--- config.mk ---
export PLATFORM = sky130hd
export DESIGN_NAME = perfect_square_root_test_top
export DESIGN_NICKNAME = d
export VERILOG_FILES = /design/src/rtl/psrt_pkg.sv /design/src/rtl/psrt_ctrl.sv /design/src/rtl/psrt_dp.sv /design/src/rtl/perfect_square_root_test_top.sv
export SDC_FILE = /design/constraint.sdc
export NUM_CORES = 1
export LEC_CHECK = 0
export BUFFER_PORTS_ARGS = -buffer_cell sky130_fd_sc_hd__buf_2
export CORE_MARGIN = 8
export CORE_UTILIZATION = 40
export CTS_CLUSTER_SIZE = 14
export DETAILED_ROUTE_END_ITERATION = 6
export GPL_ROUTABILITY_DRIVEN = 0
export SKIP_CTS_REPAIR_TIMING = 1
export SYNTH_ARGS = -nofsm -noshare
export SYNTH_HDL_FRONTEND = slang
export SYNTH_SLANG_ARGS = --single-unit
--- constraint.sdc ---
create_clock -name clk -period 5 [get_ports clk]
set_input_delay 0.5 -clock clk [delete_from_list [all_inputs] [get_ports clk]]
set_output_delay 0.5 -clock clk [all_outputs]
set_load 0.01 [all_outputs]
--- src/rtl/psrt_pkg.sv ---
`timescale 1ns / 1ps
// Package for the perfect square root test block: controller/datapath structs,
// quadratic-residue screen moduli and tables. No dependencies.
package psrt_pkg;

    localparam int NUM_MODS = 6;
    localparam int RES_W    = 7;
    localparam int TAB_W    = 65;

    typedef struct packed {
        logic load;
        logic strip;
        logic root;
        logic finish;
    } psrt_cmd_t;

    typedef struct packed {
        logic zero;
        logic odd;
        logic tz_odd;
        logic last;
    } psrt_sts_t;

    typedef logic [RES_W-1:0] res_t;

    // Table bit s is set when s is a square modulo m; squares built by running sums.
    function automatic logic [TAB_W-1:0] qr_table(input int m);
        logic [TAB_W-1:0] t;
        int s;
        t = '0;
        s = 0;
        for (int k = 0; k < TAB_W; k++)
        begin
            if (k < m)
            begin
                t[s] = 1'b1;
                s = s + 2 * k + 1;
                if (s >= m) s = s - m;
                if (s >= m) s = s - m;
                if (s >= m) s = s - m;
            end
        end
        return t;
    endfunction

    localparam res_t MODS [NUM_MODS] = '{7'd64, 7'd63, 7'd65, 7'd11, 7'd17, 7'd19};

    localparam logic [TAB_W-1:0] QR_TAB [NUM_MODS] = '{
        qr_table(64), qr_table(63), qr_table(65),
        qr_table(11), qr_table(17), qr_table(19)
    };

    // (4r + d) mod k for r < k: at most two conditional subtracts.
    function automatic res_t res_step(input res_t r, input logic [1:0] d, input res_t k);
        logic [8:0] v;
        logic [8:0] k2;
        v  = {r, d};
        k2 = {1'b0, k, 1'b0};
        if (v >= k2) v = v - k2;
        if (v >= {2'b00, k}) v = v - {2'b00, k};
        return v[RES_W-1:0];
    endfunction

endpackage

--- src/rtl/psrt_ctrl.sv ---
`timescale 1ns / 1ps
// Controller FSM for the perfect square root test block.
// Depends on psrt_pkg; drives psrt_dp through command/status structs.
module psrt_ctrl
    import psrt_pkg::*;
(
    input  logic      clk,
    input  logic      rst_n,
    input  logic      in_valid,
    output logic      in_ready,
    input  logic      out_free,
    input  psrt_sts_t sts,
    output psrt_cmd_t cmd
);

    typedef enum logic [3:0] {
        ST_IDLE  = 4'b0001,
        ST_STRIP = 4'b0010,
        ST_ROOT  = 4'b0100,
        ST_DONE  = 4'b1000
    } state_t;

    state_t state_reg;
    state_t state_next;

    always_ff @(posedge clk or negedge rst_n)
    begin
        if (!rst_n)
            state_reg <= ST_IDLE;
        else
            state_reg <= state_next;
    end

    assign in_ready = (state_reg == ST_IDLE);

    always_comb
    begin
        state_next = state_reg;
        cmd        = '0;
        unique case (state_reg)
            ST_IDLE:
            begin
                if (in_valid)
                begin
                    cmd.load   = 1'b1;
                    state_next = ST_STRIP;
                end
            end
            ST_STRIP:
            begin
                priority if (sts.zero)
                    state_next = ST_DONE;
                else if (sts.odd)
                    state_next = sts.tz_odd ? ST_DONE : ST_ROOT;
                else
                    cmd.strip = 1'b1;
            end
            ST_ROOT:
            begin
                cmd.root = 1'b1;
                if (sts.last)
                    state_next = ST_DONE;
            end
            ST_DONE:
            begin
                if (out_free)
                begin
                    cmd.finish = 1'b1;
                    state_next = ST_IDLE;
                end
            end
            default:
            begin
                state_next = ST_IDLE;
            end
        endcase
    end

endmodule

--- src/rtl/psrt_dp.sv ---
`timescale 1ns / 1ps
// Datapath: trailing-zero strip, radix-4 square root recurrence with residue screens
// run on the same digit stream, and result selection. Depends on psrt_pkg.
module psrt_dp
    import psrt_pkg::*;
#(
    parameter int WIDTH = 64
)
(
    input  logic        clk,
    input  logic [63:0] value,
    input  psrt_cmd_t   cmd,
    output psrt_sts_t   sts,
    output logic        is_square,
    output logic [31:0] root
);

    localparam int VW    = (WIDTH < 64) ? WIDTH : 64;
    localparam int SW    = VW + (VW % 2);
    localparam int RW    = SW / 2;
    localparam int NITER = SW / 2;
    localparam int CW    = $clog2(NITER);
    localparam int TZW   = $clog2(VW);

    logic [SW-1:0]  op_reg,   op_next;
    logic [TZW-1:0] tz_reg,   tz_next;
    logic           zero_reg, zero_next;
    logic [RW:0]    rem_reg,  rem_next;
    logic [RW-1:0]  q_reg,    q_next;
    logic [CW-1:0]  iter_reg, iter_next;
    res_t           res_reg  [NUM_MODS];
    res_t           res_next [NUM_MODS];

    logic [3:0]     sh;
    logic [RW+1:0]  rr;
    logic [RW+1:0]  trial;
    logic           ge;
    logic [1:0]     dig;
    logic           screen_ok;

    // Trailing zeros of the low byte; a clear byte shifts by eight.
    always_comb
    begin
        sh = 4'd8;
        for (int i = 7; i >= 0; i--)
        begin
            if (op_reg[i])
                sh = 4'(i);
        end
    end

    assign dig   = op_reg[SW-1:SW-2];
    assign rr    = {rem_reg[RW-1:0], dig};
    assign trial = {q_reg, 2'b01};
    assign ge    = (rr >= trial);

    always_comb
    begin
        op_next   = op_reg;
        tz_next   = tz_reg;
        zero_next = zero_reg;
        rem_next  = rem_reg;
        q_next    = q_reg;
        iter_next = iter_reg;
        res_next  = res_reg;
        if (cmd.load)
        begin
            op_next   = SW'(value[VW-1:0]);
            zero_next = (value[VW-1:0] == '0);
            tz_next   = '0;
            rem_next  = '0;
            q_next    = '0;
            iter_next = '0;
            for (int j = 0; j < NUM_MODS; j++)
                res_next[j] = '0;
        end
        else if (cmd.strip)
        begin
            op_next = op_reg >> sh;
            tz_next = tz_reg + TZW'(sh);
        end
        else if (cmd.root)
        begin
            op_next   = op_reg << 2;
            rem_next  = ge ? (RW+1)'(rr - trial) : (RW+1)'(rr);
            q_next    = {q_reg[RW-2:0], ge};
            iter_next = iter_reg + 1'b1;
            for (int j = 0; j < NUM_MODS; j++)
                res_next[j] = res_step(res_reg[j], dig, MODS[j]);
        end
    end

    always_ff @(posedge clk)
    begin
        op_reg   <= op_next;
        tz_reg   <= tz_next;
        zero_reg <= zero_next;
        rem_reg  <= rem_next;
        q_reg    <= q_next;
        iter_reg <= iter_next;
        res_reg  <= res_next;
    end

    assign sts = '{zero:   zero_reg,
                   odd:    op_reg[0],
                   tz_odd: tz_reg[0],
                   last:   (iter_reg == CW'(NITER - 1))};

    always_comb
    begin
        screen_ok = 1'b1;
        for (int j = 0; j < NUM_MODS; j++)
            screen_ok = screen_ok & QR_TAB[j][res_reg[j]];
    end

    always_comb
    begin
        priority if (zero_reg)
        begin
            is_square = 1'b1;
            root      = '0;
        end
        else if (tz_reg[0] || !screen_ok)
        begin
            is_square = 1'b0;
            root      = '0;
        end
        else if (rem_reg == '0)
        begin
            is_square = 1'b1;
            root      = 32'(q_reg) << tz_reg[TZW-1:1];
        end
        else
        begin
            is_square = 1'b0;
            root      = 32'(q_reg);
        end
    end

endmodule

--- src/rtl/perfect_square_root_test_top.sv ---
`timescale 1ns / 1ps
// Top level of the perfect square root test block: stream ports and output register.
// Depends on psrt_pkg, psrt_ctrl and psrt_dp.
//
//  Channel  Dir  tdata (low bit first)                     Transaction
//  s_*      in   value[63:0]                               one integer to test
//  m_*      out  is_square[0], root[32:1], zero pad[39:33] one result per input
//
// One transaction runs a load step, trailing-zero strip steps of up to eight bits each,
// radix-4 root iterations and a hand-off to the output register.
// Zero and values with an odd count of trailing zeros skip the root recurrence.
// rst_n clears the controller and output valid. A stalled output holds in its register
// while the next input is accepted and worked on.
module perfect_square_root_test_top
    import psrt_pkg::*;
#(
    parameter int WIDTH = 64
)
(
    input  logic        clk,
    input  logic        rst_n,
    input  logic        s_tvalid,
    output logic        s_tready,
    input  logic [63:0] s_tdata,   // value[63:0]
    output logic        m_tvalid,
    input  logic        m_tready,
    output logic [39:0] m_tdata    // is_square[0], root[32:1], zero[39:33]
);

    psrt_cmd_t   cmd;
    psrt_sts_t   sts;
    logic        dp_square;
    logic [31:0] dp_root;
    logic        out_free;

    logic        out_valid_reg, out_valid_next;
    logic [39:0] out_data_reg,  out_data_next;

    assign out_free = !out_valid_reg || m_tready;

    psrt_ctrl u_ctrl
    (
        .clk      (clk),
        .rst_n    (rst_n),
        .in_valid (s_tvalid),
        .in_ready (s_tready),
        .out_free (out_free),
        .sts      (sts),
        .cmd      (cmd)
    );

    psrt_dp #(
        .WIDTH (WIDTH)
    ) u_dp
    (
        .clk       (clk),
        .value     (s_tdata),
        .cmd       (cmd),
        .sts       (sts),
        .is_square (dp_square),
        .root      (dp_root)
    );

    always_comb
    begin
        out_valid_next = out_valid_reg;
        out_data_next  = out_data_reg;
        if (cmd.finish)
        begin
            out_valid_next = 1'b1;
            out_data_next  = {7'd0, dp_root, dp_square};
        end
        else if (m_tready)
        begin
            out_valid_next = 1'b0;
        end
    end

    always_ff @(posedge clk or negedge rst_n)
    begin
        if (!rst_n)
            out_valid_reg <= 1'b0;
        else
            out_valid_reg <= out_valid_next;
    end

    always_ff @(posedge clk)
    begin
        out_data_reg <= out_data_next;
    end

    assign m_tvalid = out_valid_reg;
    assign m_tdata  = out_data_reg;

endmodule
==> impl_metrics.py, run 1 <==
metrics = {
    "clock_network": {
        "cts_tree": "built",
        "clk_latency_ns": 0.56,
        "clock_sinks": 227,
        "cts_buffers": 26,
        "clockBufferDepth": 3,
        "clk_pin_slew_worst_paths_ns": 0.06,
        "root_buffer": "clkbuf_16",
        "cts_max_level": 1,
    },
    "timing": {
        "clock.fmax_mhz": 222,
        "fin_crit_sh_pct": 90.2,
        "period_needed_ns": 4.51,
        "rsz0062_at_grt": "no",
        "setup_violations": 0,
        "fin_skew_ns": 0.0129,
        "relSlewSlack_pct": 29.7,
        "finalWorstSetupSlack_ns": 0.492,
        "fin_tns_setup_ns": 0,
        "hold_viol": 0,
        "worst_pin_slew_ns": 1.05,
        "slew_violations": 0,
    },
    "synth": {
        "synth_ff_type": "dfxtp_1",
        "synthTopCellsByArea": "edfxtp_1, dfxtp_1, mux2i_1, nand2_1, a21oi_1",
        "synth_area_um2": 17300,
        "syn-mean-instance-area_um2": 8.05,
        "synthCells": 2155,
        "yosysUniqueCellTypes": 89,
        "synth_top_area_cell": "edfxtp_1",
        "ys_ff_latch": 227,
        "synth_edf_count": 98,
        "synthArstFlopShare_pct": 2.20,
        "ys_seq_area_share_pct": 32.0,
        "yosysWarnings": 0,
        "yosysTopAreaCellShare_pct": 17.0,
    },
    "global_route": {
        "grt_pass1_wl_mm": 83.5,
        "grt_start_max_net_pins": 144,
        "antenna_found_initial": 1,
        "grt_pass1_vias": 15700,
        "grt_usage_pct": 19.9,
        "grt.overflow.total": 0,
    },
    "flow_run": {
        "drv_cap": 0,
    },
    "status": {
        "violations": "DRC",
        "status": "finished, violations left",
    },
    "worst_setup_path": {
        "cpMaxStageDelayCell": "edfxtp_1",
        "critPathLaunchType": "flip-flop",
        "slowest_delay_ns": 0.68,
        "critPathCaptureType": "flip-flop",
        "critPathMostFrequentCell": "ha_1",
        "reg2reg_slack_ns": 0.49,
        "arrival_ns": 5.00,
        "crit_type": "flip-flop to flip-flop",
        "path_max_fanout": 14,
        "crit_chain": "ha_1 -> nand3_1 -> o21ai_1 -> xnor2_1 -> ha_1 -> a22oi_1 -> o21ai_1 -> xnor2_1 -> o21ai_0 -> and2_1 -> inv_1 -> ha_1 -> inv_1 -> mux2_1 -> o31a_1 -> a21o_1 -> a21oi_1",
        "critPathRequiredTime_ns": 5.49,
    },
    "hold_path": {
        "hp-class": "primary input to flip-flop",
    },
    "drt": {
        "via_per_inst": 5.96,
        "postRouteAntennaNets": 0,
        "wl_per_cell_um": 18.9,
        "num_vias": 16600,
        "drc": 1,
        "drtIter0Drc": 1397,
        "wl_mm": 52.6,
        "firstDrtPassIters": 7,
    },
    "finish": {
        "fillerInstances": 4368,
        "nets": 2302,
        "drive_above_1_share_pct": 10.8,
        "final_common_cell": "nand2_1",
        "area_growth_pct": 10.8,
        "largest_reg_flops": 64,
        "final_cell_mix": "nand2_1, a21oi_1, mux2i_1",
    },
    "place": {
        "port_buffers": 102,
        "dp_hpwl_mm": 37.3,
        "pre_cts_slack_ns": 0.559,
    },
    "die": {
        "core_um2": 43000,
        "initial_core_util_pct": 40.4,
        "boundaryPins": 110,
        "die_width_um": 224,
        "die-area_um2": 50300,
        "rows": 76,
        "die_y_um": 224,
    },
}
## layer usage
layer | track usage, % | part of all wire, %
met4 | 5.70 | 2.6
met2 | 32.6 | 46
met5 | 0 | 0
met3 | 3.35 | 7.1
met1 | 26.7 | 44
## area by class of cell
class                           instances  area [um^2]  share of cell area, %
Tap cell                              585          732                   3.81
Sequential cell                       227         5550                   28.9
Inverter                               81          307                   1.60
Timing Repair Buffer                  131          756                   3.93
Antenna cell                            1         2.50                 0.0130
Multi-Input combinational cell       1707        11000                   57.2
Clock buffer                           39          781                   4.06
Clock inverter                          9          100                  0.521
## final timing paths
kind	from	to	cells past startpoint
setup / recovery	u_dp.op_reg[63]$_DFFE_PP_	flip-flop	17
hold reg to reg	u_dp.res_reg[40]$_SDFFE_PP0P_	u_dp.res_reg[40]$_SDFFE_PP0P_	2
hold / removal	s_tvalid	u_ctrl.state_reg[0]$_DFFE_PN1P_	2
min in group asynchronous	rst_n	u_ctrl.state_reg[3]$_DFFE_PN0P_	2
setup reg to reg	u_dp.op_reg[63]$_DFFE_PP_	flip-flop	17
max in group asynchronous	rst_n	u_ctrl.state_reg[0]$_DFFE_PN1P_	2
## critical path, delay by kind of cell, from the launching register on
family	cells	cell delay [ns]
DFF	1	0.68
AOI/OAI and AO/OA	7	1.63
xor gates and xnor gates	2	0.32
and+or+nand+nor	2	0.44
adders and majority gates	3	0.96
buffers and inverters	2	0.12
muxes	1	0.30
## synth_stat cells, drive strengths merged (15+ instances only)
library cell,n
xor2,23
a211oi,55
nand2,338
nor2,154
or3,15
xnor2,38
dfxtp,124
nor4,36
clkbuf,101
o22ai,60
a21o,26
ha,59
edfxtp,98
o21ai,134
o21a,16
mux2i,164
inv,78
buf,45
o211ai,23
mux4,23
nand3,75
nor2b,15
a21oi,209
nor3,29
## cells by family (layout without fill, tap and decap cells)
logic type,count (synthesis),after routing,share of synthesized area (%)
compound gates,634,634,22.8
buf+inv,227,260,5.11
xor+xnor,61,61,3.08
fa+ha+maj,60,60,4.37
simple gates,746,746,19.4
mux,199,199,13.3
other cells,1,8,0.0216
flops,227,227,32.0
## through the flow
stage | utilization [%] | std cells | hold WS [ns] | cell area, um^2
after floorplan | - | 2161 | 0.204 | 17400
after global placement | 42.6 | 2730 | 0.326 | 18300
after detailed placement | 42.6 | 2730 | 0.329 | 18300
after CTS | 44.7 | 2778 | -0.272 | 19200
after global routing | 44.7 | 2780 | 0.197 | 19200
final | 44.7 | 2780 | 0.196 | 19200
Power of run 1 is left out: the tool's default activity adds up to more than one toggle a clock period on the data nets, which glitch-free logic cannot reach.
==> run 2, diff against run 1 <==
--- a/config.mk
+++ b/config.mk
@@ -11,6 +11,7 @@
 export CTS_CLUSTER_SIZE = 14
 export DETAILED_ROUTE_END_ITERATION = 6
 export GPL_ROUTABILITY_DRIVEN = 0
+export GPL_TIMING_DRIVEN = 0
 export SKIP_CTS_REPAIR_TIMING = 1
 export SYNTH_ARGS = -nofsm -noshare
 export SYNTH_HDL_FRONTEND = slang
==> impl_metrics.py, run 2 (same netlist as run 1, synthesis figures left out) <==
metrics = {
    "status": {
        "status": "finished, violations left",
        "violations": "DRC",
    },
    "die": {
        "rows": 76,
        "boundaryPins": 110,
        "core_um2": 43000,
        "die-area_um2": 50300,
        "die_width_um": 224,
        "die_y_um": 224,
        "initial_core_util_pct": 40.4,
    },
    "clock_network": {
        "clk_latency_ns": 0.58,
        "cts_buffers": 29,
        "cts_max_level": 1,
        "clockBufferDepth": 3,
        "clock_sinks": 227,
        "root_buffer": "clkbuf_16",
        "cts_tree": "built",
        "clk_pin_slew_worst_paths_ns": 0.06,
    },
    "global_route": {
        "grt.overflow.total": 0,
        "antenna_found_initial": 2,
        "grt_start_max_net_pins": 63,
        "grt_pass1_vias": 16700,
        "grt_usage_pct": 22.2,
        "grt_pass1_wl_mm": 91.2,
    },
    "timing": {
        "setup_violations": 0,
        "worst_pin_slew_ns": 1.13,
        "relSlewSlack_pct": 23.6,
        "hold_viol": 0,
        "fin_skew_ns": 0.0238,
        "clock.fmax_mhz": 209,
        "slew_violations": 0,
        "fin_crit_sh_pct": 95.5,
        "period_needed_ns": 4.78,
        "rsz0062_at_grt": "no",
    },
    "worst_setup_path": {
        "critPathRequiredTime_ns": 5.10,
        "reg2reg_slack_ns": 0.22,
        "critPathTopFamily": "buffers and inverters",
        "critPathLaunchType": "flip-flop",
        "startpoint": "u_ctrl.state_reg[0]$_DFFE_PN1P_",
        "critical_path_buf_inv_count": 5,
        "r2r_end": "u_dp.op_reg[38]$_DFFE_PP_",
        "reg2reg_depth": 8,
        "path_max_fanout": 62,
        "crit_type": "flip-flop to flip-flop",
        "critPathMostFrequentCell": "clkbuf_1",
        "critPathCaptureType": "flip-flop",
        "timing.rr.start": "u_ctrl.state_reg[0]$_DFFE_PN1P_",
        "arrival_ns": 4.88,
        "crit_chain": "nor2_1 -> nand3b_1 -> clkbuf_1 -> clkbuf_1 -> clkbuf_1 -> clkbuf_1 -> buf_1 -> nand2_4",
        "cpMaxStageDelayCell": "nand2_4",
        "slowest_delay_ns": 0.67,
    },
    "finish": {
        "fillerInstances": 4322,
        "stdcell_count": 2906,
        "area_growth_pct": 13.3,
        "final_cell_mix": "nand2_1, a21oi_1, mux2i_1",
        "drive_above_1_share_pct": 9.69,
        "final_common_cell": "nand2_1",
        "largest_reg_flops": 64,
        "nets": 2426,
        "antenna_cells": 0,
    },
    "drt": {
        "wl_per_cell_um": 20.3,
        "drtIter0Drc": 1918,
        "firstDrtPassIters": 7,
        "postRouteAntennaNets": 0,
        "via_per_inst": 6.03,
        "drc": 9,
        "num_vias": 17500,
        "wl_mm": 58.9,
    },
    "place": {
        "dp_hpwl_mm": 44.5,
        "dp_cells": 2849,
        "port_buffers": 102,
    },
    "flow_run": {
        "drv_cap": 0,
    },
    "hold_path": {
        "hp-start": "s_tvalid",
        "hp-class": "primary input to flip-flop",
        "min_to": "u_ctrl.state_reg[0]$_DFFE_PN1P_",
        "whs_path_depth": 2,
    },
}
[run 2: worst reg2reg max path, cell delays in order, from the launching register on]
cell and delay, ns:
dfstp_2 0.55, nor2_1 0.07, nand3b_1 0.23, clkbuf_1 0.46, clkbuf_1 0.42, clkbuf_1 0.54
clkbuf_1 0.64, buf_1 0.66, nand2_4 0.68
[run 2: area by class of cell]
type | instances | area (um^2) | area share, %
tap | 585 | 732 | 3.72
sequential | 227 | 5550 | 28.2
timing repair buffer | 107 | 551 | 2.80
buffer | 145 | 583 | 2.97
multi-input combinational | 1707 | 11000 | 55.8
inverter | 81 | 304 | 1.55
clock inverter | 11 | 88.8 | 0.452
clock buffer | 43 | 870 | 4.42
[run 2: per-stage QoR]
| step | instance area [um^2] | setup TNS [ns] | hold slack (ns) | setup WS, ns | util (%) |
|---|---|---|---|---|---|
| floorplan | 17400 | 0 | 0.204 | 1.11 | - |
| global placement | 18600 | -75.70 | 0.320 | -1.05 | 43.3 |
| detailed placement | 18600 | -11.26 | 0.321 | -0.619 | 43.4 |
| CTS | 19600 | -12.22 | -0.292 | -0.650 | 45.6 |
| global route | 19700 | 0 | 0.179 | 0.0207 | 45.7 |
| finish | 19700 | 0 | 0.207 | 0.223 | 45.7 |
[run 2: worst max path at each step]
stage	to	slack, ns	cells after the start
finish	u_dp.op_reg[38]$_DFFE_PP_	0.22	8
detailed placement	u_dp.rem_reg[17]$_SDFFE_PP0P_	-0.62	15
CTS	u_dp.rem_reg[17]$_SDFFE_PP0P_	-0.65	15
floorplan	u_dp.op_reg[10]$_DFFE_PP_	1.11	8
global placement	u_dp.op_reg[31]$_DFFE_PP_	-1.05	8
global route	flip-flop	0.02	17
[run 2: per-layer routing]
metal | global-route usage (%) | vias up | share of wire [%]
met1 | 29.1 | 8311 | 43
met3 | 4.21 | 158 | 8.3
met5 | 0 | - | 0.017
li1 | - | 8201 | -
met2 | 36.1 | 839 | 45
met4 | 8.46 | 2 | 3.9
Power of run 2 is left out for the same reason.
==> run 3, diff against run 2 <==
--- a/config.mk
+++ b/config.mk
@@ -6,13 +6,16 @@
 export NUM_CORES = 1
 export LEC_CHECK = 0
 export BUFFER_PORTS_ARGS = -buffer_cell sky130_fd_sc_hd__buf_2
+export CAP_MARGIN = 20
 export CORE_MARGIN = 8
 export CORE_UTILIZATION = 40
 export CTS_CLUSTER_SIZE = 14
 export DETAILED_ROUTE_END_ITERATION = 6
 export GPL_ROUTABILITY_DRIVEN = 0
 export GPL_TIMING_DRIVEN = 0
+export PLACE_DENSITY_LB_ADDON = 0.15
 export SKIP_CTS_REPAIR_TIMING = 1
+export SLEW_MARGIN = 20
 export SYNTH_ARGS = -nofsm -noshare
 export SYNTH_HDL_FRONTEND = slang
 export SYNTH_SLANG_ARGS = --single-unit
==> impl_metrics.py, run 3 (same netlist as run 1, synthesis figures left out) <==
metrics = {
    "die": {
        "initial_core_util_pct": 40.4,
        "die-area_um2": 50300,
        "core_um2": 43000,
        "boundaryPins": 110,
        "die_width_um": 224,
        "rows": 76,
        "die_y_um": 224,
    },
    "timing": {
        "finalWorstSetupSlack_ns": 0.279,
        "relSlewSlack_pct": 24.9,
        "clock.fmax_mhz": 212,
        "fin_skew_ns": 0.0355,
        "fin_hold_ws_ns": 0.195,
        "fin_crit_sh_pct": 94.4,
        "hold_viol": 0,
        "rsz0062_at_grt": "no",
        "period_needed_ns": 4.72,
        "slew_violations": 0,
        "setup_violations": 0,
        "worst_pin_slew_ns": 1.11,
    },
    "drt": {
        "firstDrtPassIters": 7,
        "drtIter0Drc": 1680,
        "wl_per_cell_um": 20.8,
        "num_vias": 17500,
        "drc": 14,
        "via_per_inst": 6.00,
        "postRouteAntennaNets": 0,
        "wl_mm": 60.4,
    },
    "worst_setup_path": {
        "critPathTopFamily": "buffers and inverters",
        "critPathRequiredTime_ns": 5.43,
        "crit_type": "flip-flop to flip-flop",
        "critPathCaptureType": "flip-flop",
        "crit_chain": "nor2_1 -> nand3b_1 -> clkbuf_1 -> clkbuf_1 -> clkbuf_1 -> clkbuf_1 -> buf_1 -> o21a_1 -> ha_1 -> inv_1 -> mux2i_1 -> mux2i_1 -> o211ai_1 -> o311ai_2",
        "critPathMostFrequentCell": "clkbuf_1",
        "critical_path_buf_inv_count": 6,
        "path_max_fanout": 10,
        "arrival_ns": 5.15,
        "slowest_delay_ns": 0.68,
        "cpMaxStageDelayCell": "clkbuf_1",
        "critPathLaunchType": "flip-flop",
    },
    "finish": {
        "multi_input_area_um2": 11000,
        "regArea_um2": 5550,
        "final_common_cell": "nand2_1",
        "nets": 2428,
        "area_growth_pct": 13.8,
        "final_cell_mix": "nand2_1, a21oi_1, mux2i_1",
        "finalInstanceArea_um2": 19700,
        "fillerInstances": 4354,
        "drive_above_1_share_pct": 9.90,
        "antenna_cells": 0,
        "largest_reg_flops": 64,
    },
    "clock_network": {
        "cts_max_level": 1,
        "clock_sinks": 227,
        "clockBufferDepth": 3,
        "cts_tree": "built",
        "cts_buffers": 29,
        "clk_pin_slew_worst_paths_ns": 0.06,
        "clk_latency_ns": 0.59,
        "root_buffer": "clkbuf_16",
    },
    "global_route": {
        "grt_usage_pct": 22.9,
        "grt.overflow.total": 0,
        "antenna_found_initial": 1,
        "grt_pass1_wl_mm": 93.0,
        "grt_start_max_net_pins": 35,
        "grt_pass1_vias": 16700,
    },
    "place": {
        "dp_hpwl_mm": 45.5,
        "pre_cts_slack_ns": -0.647,
        "placed_area_um2": 18700,
        "port_buffers": 102,
    },
    "status": {
        "violations": "DRC",
        "status": "finished, violations left",
    },
    "flow_run": {
        "drv_cap": 0,
    },
    "hold_path": {
        "hp-class": "primary input to flip-flop",
    },
}
-- run 3: changes by cell type in the layout (fill, tap and decap cells not counted), sizes merged --
cell,before,now
clkbuf,143,132
clkinv,11,16
bufinv,1,5
buf,151,152
clkinvlp,1,4
-- run 3: worst paths after layout --
path                                                 start                              end  slack, ns  depth (start not counted)
min in group asynchronous                            rst_n  u_ctrl.state_reg[1]$_DFFE_PN0P_       0.28                          2
setup / recovery           u_ctrl.state_reg[0]$_DFFE_PN1P_                        flip-flop       0.28                         14
hold / removal                                    s_tvalid  u_ctrl.state_reg[0]$_DFFE_PN1P_       0.20                          2
max in group asynchronous                            rst_n  u_ctrl.state_reg[0]$_DFFE_PN1P_       4.47                          2
hold reg to reg              u_dp.iter_reg[4]$_SDFFE_PP0P_    u_dp.iter_reg[4]$_SDFFE_PP0P_       0.47                          2
setup reg to reg           u_ctrl.state_reg[0]$_DFFE_PN1P_                        flip-flop       0.28                         14
-- run 3: per-stage QoR --
stage	setup TNS, ns	utilization [%]	cells
CTS	-13.87	45.8	2905
detailed placement	-11.41	43.5	2851
floorplan	0	-	2161
finish	0	45.9	2908
global route	0	45.9	2908
global placement	-84.87	43.3	2848
-- run 3: per-layer routing --
layer / wire length [um] / vias to the layer above / track usage, %
li1: - / 8222 / -
met1: 26000 / 8297 / 30.8
met2: 27200 / 800 / 36.6
met3: 4920 / 141 / 3.10
met4: 2310 / 0 / 9.92
met5: 0 / - / 0
-- run 3: layout make-up --
type	instances	share of cell area, %
clock buffers	31	3.82
plain buffers	146	2.99
multi-input cells	1707	55.5
well taps	585	3.71
repair buffers	108	2.99
clock inverters	23	1.29
flip-flops and latches	227	28.1
inverters	81	1.54
Power of run 3 is left out for the same reason.
